`src/hw/rtl/mdp_pkg.sv`:
```
// Shared types and constants of the MoldUDP64 packet deframer.
`default_nettype none

package mdp_pkg;

   localparam int SESSION_BYTES = 10;
   localparam int SEQ_BYTES     = 8;
   localparam int HEADER_BYTES  = 10 + 8 + 2;
   localparam int QUEUE_DEPTH   = 4;

   localparam logic [2:0] KIND_SESSION   = 3'd0;
   localparam logic [2:0] KIND_HDR_DONE  = 3'd1;
   localparam logic [2:0] KIND_MSG_START = 3'd2;
   localparam logic [2:0] KIND_PAYLOAD   = 3'd3;
   localparam logic [2:0] KIND_ERROR     = 3'd4;

   localparam logic [1:0] ERR_NONE      = 2'd0;
   localparam logic [1:0] ERR_SHORT_HDR = 2'd1;
   localparam logic [1:0] ERR_TRUNCATED = 2'd2;

   typedef struct packed {
      logic [7:0] byte_in;
      logic       end_of_packet;
   } req_type;

   typedef struct packed {
      logic [2:0]  kind;
      logic [7:0]  data_byte;
      logic [15:0] byte_index;
      logic [15:0] message_index;
      logic [15:0] message_length;
      logic [63:0] seq_num;
      logic [15:0] msg_total;
      logic        last_of_message;
      logic [1:0]  error_code;
      logic        last_result;
   } rsp_type;

   // Write strobes from the parser into the result queue.
   typedef struct packed {
      logic push0;
      logic push1;
   } push_type;

endpackage

`default_nettype wire

```
`src/hw/rtl/mdp_parser.sv`:
```
// Header and message block parser: packet state and per-byte result generation.
`default_nettype none

module mdp_parser (
   input  wire logic             clock,
   input  wire logic             reset,
   input  wire logic             accept,
   input  wire mdp_pkg::req_type req,
   output mdp_pkg::push_type     push,
   output mdp_pkg::rsp_type      slot0,
   output mdp_pkg::rsp_type      slot1
);
   import mdp_pkg::*;

   localparam logic [2:0] PH_HEADER  = 3'd0;
   localparam logic [2:0] PH_LEN_HI  = 3'd1;
   localparam logic [2:0] PH_LEN_LO  = 3'd2;
   localparam logic [2:0] PH_PAYLOAD = 3'd3;
   localparam logic [2:0] PH_SKIP    = 3'd4;

   logic [2:0]  phase_ff, phase_in;
   logic [4:0]  hdr_pos_ff, hdr_pos_in;
   logic [63:0] seq_ff, seq_in;
   logic [15:0] count_ff, count_in;
   logic [15:0] left_ff, left_in;
   logic [15:0] len_ff, len_in;
   logic [15:0] pay_pos_ff, pay_pos_in;
   logic [15:0] msg_ff, msg_in;

   logic        prim_valid;
   rsp_type     prim;
   rsp_type     err_rsp;
   logic [1:0]  err_code;
   logic [15:0] left_dec;
   logic [15:0] new_len;
   logic [15:0] new_count;
   logic        last_byte;
   logic [7:0]  b;

   assign b         = req.byte_in;
   assign left_dec  = left_ff - 16'd1;
   assign new_len   = {len_ff[15:8], b};
   assign new_count = {count_ff[7:0], b};
   assign last_byte = ({1'b0, pay_pos_ff} + 17'd1) >= {1'b0, len_ff};

   always_comb begin
      phase_in   = phase_ff;
      hdr_pos_in = hdr_pos_ff;
      seq_in     = seq_ff;
      count_in   = count_ff;
      left_in    = left_ff;
      len_in     = len_ff;
      pay_pos_in = pay_pos_ff;
      msg_in     = msg_ff;
      prim_valid = 1'b0;
      prim       = '0;
      err_code   = ERR_NONE;

      unique case (phase_ff)
         PH_HEADER: begin
            if (hdr_pos_ff < 5'(SESSION_BYTES)) begin
               prim_valid      = 1'b1;
               prim.kind       = KIND_SESSION;
               prim.data_byte  = b;
               prim.byte_index = {11'd0, hdr_pos_ff};
            end else if (hdr_pos_ff < 5'(SESSION_BYTES + SEQ_BYTES)) begin
               seq_in = {seq_ff[55:0], b};
            end else begin
               count_in = new_count;
            end
            if (hdr_pos_ff >= 5'(HEADER_BYTES - 1)) begin
               prim_valid     = 1'b1;
               prim.kind      = KIND_HDR_DONE;
               prim.seq_num   = seq_ff;
               prim.msg_total = new_count;
               left_in        = new_count;
               msg_in         = '0;
               phase_in       = (new_count != 16'd0) ? PH_LEN_HI : PH_SKIP;
            end else begin
               hdr_pos_in = hdr_pos_ff + 5'd1;
               if (req.end_of_packet) err_code = ERR_SHORT_HDR;
            end
         end
         PH_LEN_HI: begin
            len_in   = {b, 8'd0};
            phase_in = PH_LEN_LO;
            if (req.end_of_packet) err_code = ERR_TRUNCATED;
         end
         PH_LEN_LO: begin
            len_in              = new_len;
            prim_valid          = 1'b1;
            prim.kind           = KIND_MSG_START;
            prim.message_index  = msg_ff;
            prim.message_length = new_len;
            prim.seq_num        = seq_ff;
            prim.msg_total      = count_ff;
            if (new_len == 16'd0) begin
               left_in  = left_dec;
               msg_in   = msg_ff + 16'd1;
               phase_in = (left_dec != 16'd0) ? PH_LEN_HI : PH_SKIP;
            end else begin
               pay_pos_in = '0;
               phase_in   = PH_PAYLOAD;
               if (req.end_of_packet) err_code = ERR_TRUNCATED;
            end
         end
         PH_PAYLOAD: begin
            prim_valid           = 1'b1;
            prim.kind            = KIND_PAYLOAD;
            prim.data_byte       = b;
            prim.byte_index      = pay_pos_ff;
            prim.message_index   = msg_ff;
            prim.message_length  = len_ff;
            prim.seq_num         = seq_ff;
            prim.msg_total       = count_ff;
            prim.last_of_message = last_byte;
            if (last_byte) begin
               left_in  = left_dec;
               msg_in   = msg_ff + 16'd1;
               phase_in = (left_dec != 16'd0) ? PH_LEN_HI : PH_SKIP;
            end else begin
               pay_pos_in = pay_pos_ff + 16'd1;
               if (req.end_of_packet) err_code = ERR_TRUNCATED;
            end
         end
         default: begin
            // skip phase and unused codes: ignore the byte
         end
      endcase

      // the end of a packet always returns to the header phase
      if (req.end_of_packet) begin
         phase_in   = PH_HEADER;
         hdr_pos_in = '0;
         seq_in     = '0;
         count_in   = '0;
         left_in    = '0;
         len_in     = '0;
         pay_pos_in = '0;
         msg_in     = '0;
      end
   end

   always_comb begin
      err_rsp            = '0;
      err_rsp.kind       = KIND_ERROR;
      err_rsp.error_code = err_code;
      if (err_code == ERR_TRUNCATED) begin
         err_rsp.message_index = msg_ff;
         err_rsp.seq_num       = seq_ff;
         err_rsp.msg_total     = count_ff;
      end
      err_rsp.last_result = 1'b1;

      slot0             = prim_valid ? prim : err_rsp;
      slot0.last_result = !(prim_valid && (err_code != ERR_NONE));
      slot1             = err_rsp;

      push.push0 = accept && (prim_valid || (err_code != ERR_NONE));
      push.push1 = accept && prim_valid && (err_code != ERR_NONE);
   end

   always_ff @(posedge clock) begin
      if (reset) begin
         phase_ff   <= PH_HEADER;
         hdr_pos_ff <= '0;
         seq_ff     <= '0;
         count_ff   <= '0;
         left_ff    <= '0;
         len_ff     <= '0;
         pay_pos_ff <= '0;
         msg_ff     <= '0;
      end else if (accept) begin
         phase_ff   <= phase_in;
         hdr_pos_ff <= hdr_pos_in;
         seq_ff     <= seq_in;
         count_ff   <= count_in;
         left_ff    <= left_in;
         len_ff     <= len_in;
         pay_pos_ff <= pay_pos_in;
         msg_ff     <= msg_in;
      end
   end

endmodule

`default_nettype wire

```
`src/hw/rtl/mdp_rsp_queue.sv`:
```
// Result queue: takes up to two results a cycle, hands out one a cycle while rsp_stall is low.
`default_nettype none

module mdp_rsp_queue #(
   parameter int DEPTH = mdp_pkg::QUEUE_DEPTH
) (
   input  wire logic              clock,
   input  wire logic              reset,
   input  wire mdp_pkg::push_type push,
   input  wire mdp_pkg::rsp_type  slot0,
   input  wire mdp_pkg::rsp_type  slot1,
   output logic                   room,
   output logic                   rsp_valid,
   input  wire logic              rsp_stall,
   output mdp_pkg::rsp_type       rsp_payload
);
   import mdp_pkg::*;

   localparam int AW = (DEPTH > 1) ? $clog2(DEPTH) : 1;
   localparam int CW = $clog2(DEPTH + 1);

   rsp_type         q_ff [DEPTH];
   logic [AW-1:0]   wr_ptr_ff, wr_ptr_in;
   logic [AW-1:0]   rd_ptr_ff, rd_ptr_in;
   logic [CW-1:0]   count_ff, count_in;
   logic [AW-1:0]   wr_next;
   logic            pop;

   function automatic logic [AW-1:0] wrap_inc(input logic [AW-1:0] p);
      return (p == AW'(DEPTH - 1)) ? '0 : p + AW'(1);
   endfunction

   assign wr_next     = wrap_inc(wr_ptr_ff);
   assign rsp_valid   = (count_ff != '0);
   assign rsp_payload = q_ff[rd_ptr_ff];
   assign pop         = rsp_valid && !rsp_stall;
   assign room        = (count_ff <= CW'(DEPTH - 2));

   always_comb begin
      wr_ptr_in = wr_ptr_ff;
      if (push.push1) wr_ptr_in = wrap_inc(wr_next);
      else if (push.push0) wr_ptr_in = wr_next;
      rd_ptr_in = pop ? wrap_inc(rd_ptr_ff) : rd_ptr_ff;
      count_in  = count_ff + CW'(push.push0) + CW'(push.push1) - CW'(pop);
   end

   always_ff @(posedge clock) begin
      if (push.push0) q_ff[wr_ptr_ff] <= slot0;
      if (push.push1) q_ff[wr_next] <= slot1;
   end

   always_ff @(posedge clock) begin
      if (reset) begin
         wr_ptr_ff <= '0;
         rd_ptr_ff <= '0;
         count_ff  <= '0;
      end else begin
         wr_ptr_ff <= wr_ptr_in;
         rd_ptr_ff <= rd_ptr_in;
         count_ff  <= count_in;
      end
   end

   a_push_order: assert property (@(posedge clock) disable iff (reset)
      push.push1 |-> push.push0)
      else $error("second result written without the first");

   a_no_overflow: assert property (@(posedge clock) disable iff (reset)
      push.push0 |-> (count_ff <= CW'(DEPTH - 1)))
      else $error("result written into a full queue");

   a_pair_room: assert property (@(posedge clock) disable iff (reset)
      push.push1 |-> (count_ff <= CW'(DEPTH - 2)))
      else $error("result pair written without room for both");

   a_pair_last: assert property (@(posedge clock) disable iff (reset)
      push.push1 |-> (slot1.last_result && !slot0.last_result))
      else $error("last-result flag on the wrong slot of a pair");

   a_single_last: assert property (@(posedge clock) disable iff (reset)
      (push.push0 && !push.push1) |-> slot0.last_result)
      else $error("single result not flagged as last");

endmodule

`default_nettype wire

```
`src/hw/rtl/moldudp64_packet_deframer.sv`:
```
// Top level of the MoldUDP64 packet deframer.
`default_nettype none

// Takes one packet byte per cycle and turns it into zero, one or two result
// transfers (session byte, header done, message start, payload byte, packet
// error). The parser updates its packet state in the cycle a byte is
// accepted and writes the results of that byte into a QUEUE_DEPTH-entry
// result queue, which registers them before rsp_valid shows them. Results
// leave at one per cycle while rsp_stall is low; req_stall rises while fewer
// than two queue entries are free, so a byte can be accepted every cycle as
// long as the sustained number of results does not exceed one per byte and
// the result side keeps taking them. QUEUE_DEPTH must be at least 2.
module moldudp64_packet_deframer #(
   parameter int QUEUE_DEPTH = mdp_pkg::QUEUE_DEPTH
) (
   input  wire logic             clock,
   input  wire logic             reset,
   input  wire logic             req_valid,
   output logic                  req_stall,
   input  wire mdp_pkg::req_type req_payload,
   output logic                  rsp_valid,
   input  wire logic             rsp_stall,
   output mdp_pkg::rsp_type      rsp_payload
);
   import mdp_pkg::*;

   push_type push;
   rsp_type  slot0;
   rsp_type  slot1;
   logic     room;
   logic     accept;

   assign req_stall = !room;
   assign accept    = req_valid && room;

   mdp_parser u_parser (
      .clock  (clock),
      .reset  (reset),
      .accept (accept),
      .req    (req_payload),
      .push   (push),
      .slot0  (slot0),
      .slot1  (slot1)
   );

   mdp_rsp_queue #(
      .DEPTH (QUEUE_DEPTH)
   ) u_queue (
      .clock       (clock),
      .reset       (reset),
      .push        (push),
      .slot0       (slot0),
      .slot1       (slot1),
      .room        (room),
      .rsp_valid   (rsp_valid),
      .rsp_stall   (rsp_stall),
      .rsp_payload (rsp_payload)
   );

endmodule

`default_nettype wire
```
`config.mk`:
```
export PLATFORM = sky130hd
export DESIGN_NAME = moldudp64_packet_deframer
export DESIGN_NICKNAME = d
export VERILOG_FILES = /design/src/hw/rtl/mdp_pkg.sv /design/src/hw/rtl/mdp_parser.sv /design/src/hw/rtl/mdp_rsp_queue.sv /design/src/hw/rtl/moldudp64_packet_deframer.sv
export SDC_FILE = /design/constraint.sdc
export NUM_CORES = 1
export LEC_CHECK = 0
export ABC_CLOCK_PERIOD_IN_PS = 10200
export BUFFER_PORTS_ARGS = -buffer_cell sky130_fd_sc_hd__buf_2
export CORE_MARGIN = 4
export CORE_UTILIZATION = 29
export CTS_CLUSTER_DIAMETER = 150
export DETAILED_ROUTE_END_ITERATION = 7
export GPL_TIMING_DRIVEN = 0
export MAX_ROUTING_LAYER = met4
export SLEW_MARGIN = 20
export SYNTH_ARGS = -nofsm -noshare
export SYNTH_HDL_FRONTEND = slang
export SYNTH_HIERARCHICAL = 1
export SYNTH_SLANG_ARGS = --single-unit
```
`constraint.sdc`:
```
create_clock -name clock -period 10.2 [get_ports clock]
set_input_delay 1.02 -clock clock [delete_from_list [all_inputs] [get_ports clock]]
set_output_delay 1.02 -clock clock [all_outputs]
set_load 0.02 [all_outputs]
```
; ---- Yosys cells after proc, flatten, opt, wreduce, memory -nomap -nowiden
; Memories as Yosys holds them, arrays and structs flattened. A register that Yosys moved wholly into a read port is not among the register bits.
; Cells that the tools add are included.
; W data, S select, Z words.
[totals]
reg_bits = 159
ram_bits = 572
in_bits = 13
wordCells = 143
memories = 1
[memory_table]
columns = name, words, width, read_ports, rd_clocked_by_memory_dff, write_ports, line
row1 = u_queue.q_ff, 4, 143, 1, 1, 2, mdp_rsp_queue.sv:22  ; rsp_type q_ff [DEPTH];
[op_classes]
add_sub_neg = 11
magnitude_cmp = 5
n_eq_ne = 16
muxes = 65
reduce_logical = 33
[ops]
columns = operator, count
row1 = $mux W16, 17
row2 = $mux W64, 4
row3 = $mux W80, 2
row4 = $pmux W80 S2, 1
row5 = $mux W143, 1
row6 = $pmux W16 S3, 2
row7 = $pmux W16 S2, 2
row8 = $pmux W32 S2, 1
row9 = $pmux W24 S2, 1
row10 = $add A16 B1 Y16 const B, 2
row11 = $reduce_bool A16 Y1, 2
row12 = $mux W24, 1
row13 = $mux W2, 10
row14 = $mux W3, 6
row15 = $add A16 B1 Y17 const B, 1
row16 = $ge A17 B16 Y1, 1
row17 = $logic_not A16 Y1, 1
row18 = $reduce_and A4 Y1, 4
row19 = $sub A16 B1 Y16 const B, 1
row20 = $mux W5, 3
row21 = $pmux W3 S4, 1
row22 = $mux W1, 10
row23 = $reduce_bool A2 Y1, 5
row24 = $ne A3 B2 Y1 const B, 3
row25 = 27 further kinds, 48

; ---- Depth between registers and ports, before layout
[depth]
ltp_word = 10
ltp_mapped = 19
mapped_depth_nobuf = 18

; ---- Cells and area by module
; Netlist, hierarchy kept.
[modules_own_cells]
columns = module, n_inst, cells_each, area_each_um2
row1 = mdp_rsp_queue, 1, 1442, 28071.9
row2 = mdp_parser, 1, 1178, 9208.8
row3 = moldudp64_packet_deframer, 1, 2, 10.0

; ---- Least setup slack after synthesis
; Ideal clock, no wire load.
[synth_path]
path_kind = register to register
start = reg u_parser.pay_pos_ff[0]
end = mem u_queue/q_ff[3][0] (netlist bit) (enable)
arrival_ns = 6.666
setup_slack_ns = 3.026
stages_incl_launch_ff = 19
n_path_buf = 3
period_less_slack_ns = 7.174
cell_sequence = dfxtp_1 -> ha_1 -> nand4_2 -> nor2_1 -> nand2_1 -> nor3_1 -> xor2_1 -> ha_1 -> a21o_1 -> a221oi_2 -> o211a_4 -> nand2_4 -> a31oi_1 -> and3_1 -> buf_4 -> nand2_2 -> buf_6 -> buf_6 -> nand2_1
[synth_rtl]
columns = item, line
row1 = start: declaration, mdp_parser.sv:27  ; logic [15:0] pay_pos_ff, pay_pos_in;
row2 = start signal: assignment, mdp_parser.sv:180  ; pay_pos_ff <= pay_pos_in;
row3 = end: declaration, mdp_rsp_queue.sv:22

==> summary.md <==
| Metric | Value |
|---|---|
| Antenna violations before repair | 8 |
| Most frequent cells in the layout | edfxtp_1 (572), mux2_2 (336), mux2_1 (236) |
| Hold Crit Endpoint | u_parser/left_ff[14] |
| Main synth FF type | edfxtp_1 |
| Clk sinks | 733 |
| Vias per cell | 4.93 |
| Reg2Reg Depth | 20 |
| Most common library cell in the layout ignoring fill and taps | edfxtp_1 |
| CTS tree | done |
| Initial drt markers | 1607 |
| Crit path time final | 6160 ps |
| CP max stage delay | 470 ps |
| Routed Antenna Nets | 0 |
| First-pass DRT Iterations | 5 |
| Register area share after synthesis | 54.7% |
| Vias in the first global route | 23200 |
| Total power | 8710 uW |
| Worst-path cell chain | ha_1 -> nand4_2 -> nor2_1 -> nand2_1 -> nor3_1 -> xor2_1 -> ha_1 -> a21o_1 -> a221oi_2 -> o211a_4 -> nand2_4 -> a31oi_1 -> and3_1 -> buf_4 -> nand2_2 -> buf_6 -> buf_6 -> nand2_4 -> buf_12 -> buf_12 |
| Postcts setup bufs | 0 |
| Final setup margin | 4040 ps |
| Period Utilization, post-route | 60.4% |
| Worst-Margin Slew | 1070 ps |
| CP arrival | 6460 ps |
| Num ports | 158 |
| Fraction of registers with async set/reset | 0% |
| FF-to-FF End | u_queue/q_ff[0][41] |
| Worst relative slew slack | 27.9% |
| Pin count of the biggest net entering global routing | 41 |
| Slowest-stage cell, CP | dfxtp_1 |
| EDFF count, synth | 572 |
| Reg2Reg Setup Slack | 4040 ps |
| Total Routing Usage GR | 15.5% |
| Final instance area | 43200 sq um |
| Fmax | 0.162 GHz |
| CTS Hold Bufs | 0 |
| WL/cell | 22.4 microns |
| Initial core utilization | 29.2% |
| Hold slack final | 457 ps |
| Post-DP HPWL | 70400 microns |
| Max Slew Vio Count | 0 |
| Leak Pwr | 0.0161 uW |
| Crit path buf inv count | 5 |
| Row cnt | 131 |
| DIE WIDTH | 367 microns |
| Clk pin slew, worst setup/hold paths | 60 ps |
| DR vias | 22900 |
| Placeable core region | 128000 sq um |
| Clk_skew | 28.8 ps |
| Crit-path max FO | 31 |
| Setup TNS | 0 ps |
| Count of cell types in the netlist | 80 |
| Max_cap viols | 0 |
| Max rail drop VDD | 127 uV |
| Startpoint Class | flop |
| Min-delay src | u_parser/left_ff[14] |
| Pwr/cell area | 202 nW/um^2 |
| Mapped Area | 37300 sq um |
| RSZ-0062 raised after global routing | no |
| RR Startpoint | u_parser/pay_pos_ff[0] |
| Maximum root-to-sink buffer count | 3 |
| Post-cts sizing count | 0 |
| Syn Inst Count | 2622 |
| Num CTS Buffers | 78 |
| Hold Path Cell Cnt | 1 |
| Placed cell areas | 40700 sq um |
| Crit path kind | reg2reg |
| Layout cells sized above 1 | 32.3% |
| Drt total wl | 104000 microns |
| Port Buffer Count | 156 |
| Area growth syn-to-layout | 15.8% |
| Clock Latency Late Sink | 640 ps |
| DP Worst Slack | 4050 ps |
| First-pass GRT wire length | 153000 microns |
| DRC viols | 0 |
| Status | completed |
| DIE AREA | 134000 sq um |
| Final #Nets | 2962 |
| GRT overflow | 0 |
| DIE HEIGHT | 367 microns |
| Kind of cell adding the most delay to the critical path | simple AND/OR/NAND/NOR gates |
| Synth Area per Inst | 14.2 sq um |
| Yosys reg bits | 733 |
| Clk root buf | clkbuf_16 |
| Routability congestion estimate | 0.811 |
| Worst hold path type | reg2reg |
| Final hold vios | 0 |
| Yosys warns | 6 |
| Crit path capture type | flop |
| CP required | 10500 ps |
| Final Setup Violations | 0 |
| Htree depth | 3 |
==> routing by layer <==
metal / part of all wire, % / GRT usage [%] / wire length (microns) / up-vias
met2: 47 / 24.3 / 48800 / 571
met1: 45 / 20.5 / 46600 / 11700
met3: 5.3 / 2.44 / 5480 / 154
met4: 3.0 / 4.99 / 3110 / 0
li1: - / - / - / 10600
met5: 0 / - / 0 / -
==> worst reg2reg max path, delay by kind of cell (launching register included) <==
kind,cells,cell delay [ps]
buffers and inverters,5,1310
adders and majority gates,2,650
AOI/OAI and AO/OA,4,1020
xor gates and xnor gates,1,280
DFF,1,470
and+or+nand+nor,8,2080
==> metrics by stage <==
step	util, %	std cells
after floorplan	-	2665
after global placement	31.6	4483
after detailed placement	31.9	4500
after CTS	33.8	4644
after global routing	33.8	4647
final	33.8	4650
==> logic make-up (layout without fill, tap and decap cells) <==
| kind of cell | after synthesis | after routing | share of synthesized area (%) |
|---|---|---|---|
| flip-flops | 733 | 733 | 54.7 |
| multiplexers | 730 | 730 | 26.3 |
| AND/OR/NAND/NOR | 580 | 580 | 8.18 |
| buffers and inverters | 261 | 578 | 4.20 |
| AO/OA/AOI/OAI | 259 | 259 | 4.89 |
| adder cells (fa/ha/maj) | 31 | 31 | 1.08 |
| XOR/XNOR | 26 | 26 | 0.611 |
| other | 2 | 51 | 0.0201 |
==> layout make-up <==
type	count	area, sq um
fill	12400	84500
sequential	733	20400
multi-input combinational	1671	15500
clock buffer	117	2240
tap	1662	2080
buffer	226	1430
timing repair buffer	173	1140
clock inverter	27	235
inverter	35	136
antenna	6	15.0
==> power breakdown <==
part	switching, uW	leakage [uW]	internal (uW)	total [uW]
clock network	1190	0.00121	1600	2790
logic	1410	0.00814	783	2190
registers	86.6	0.00672	3630	3720
total	2690	0.0161	6020	8710
==> state kept, by name, indices dropped and copies added, names as in the netlist, named ones only <==
| signal | cells |
|---|---|
| u_parser/count_ff | 16 |
| u_parser/left_ff | 16 |
| u_parser/phase_ff | 3 |
| u_parser/msg_ff | 16 |
| u_queue/rd_ptr_ff | 2 |
| u_parser/hdr_pos_ff | 5 |
| u_parser/len_ff | 16 |
| u_queue/wr_ptr_ff | 2 |
| u_parser/pay_pos_ff | 16 |
| u_parser/seq_ff | 64 |
| u_queue/q_ff | 572 |
| u_queue/count_ff | 3 |
==> cells in the mapped netlist (all sizes together), types with 28 or more instances <==
master	number	area share, %
edfxtp	572	46
mux2	572	17
buf	170	3.3
dfxtp	161	8.6
nor2	160	1.7
mux4	143	8.6
and2	126	2.1
nand2	84	0.92
a22oi	75	1.5
nor2b	73	1.2
a21oi	59	0.83
clkbuf	56	0.57
nand3	38	0.52
inv	34	0.34
o21ai	32	0.44
ha	29	0.97
nor3	28	0.43
==> how the worst max path moves through the flow <==
stage	endpoint	cells after the start	slack [ps]	startpoint
2_1_floorplan	u_queue/q_ff[3][0]	18	3030	u_parser/pay_pos_ff[0]
3_3_place_gp	u_queue/q_ff[3][58]	18	-1410	u_parser/pay_pos_ff[0]
3_5_place_dp	u_queue/q_ff[0][38]	20	4050	u_parser/pay_pos_ff[0]
4_1_cts	u_queue/q_ff[0][50]	20	4020	u_parser/pay_pos_ff[0]
5_1_grt	u_queue/q_ff[0][48]	20	3630	u_parser/pay_pos_ff[0]
6_report	u_queue/q_ff[0][41]	20	4040	u_parser/pay_pos_ff[0]
Power figures use the tool's default switching activity.
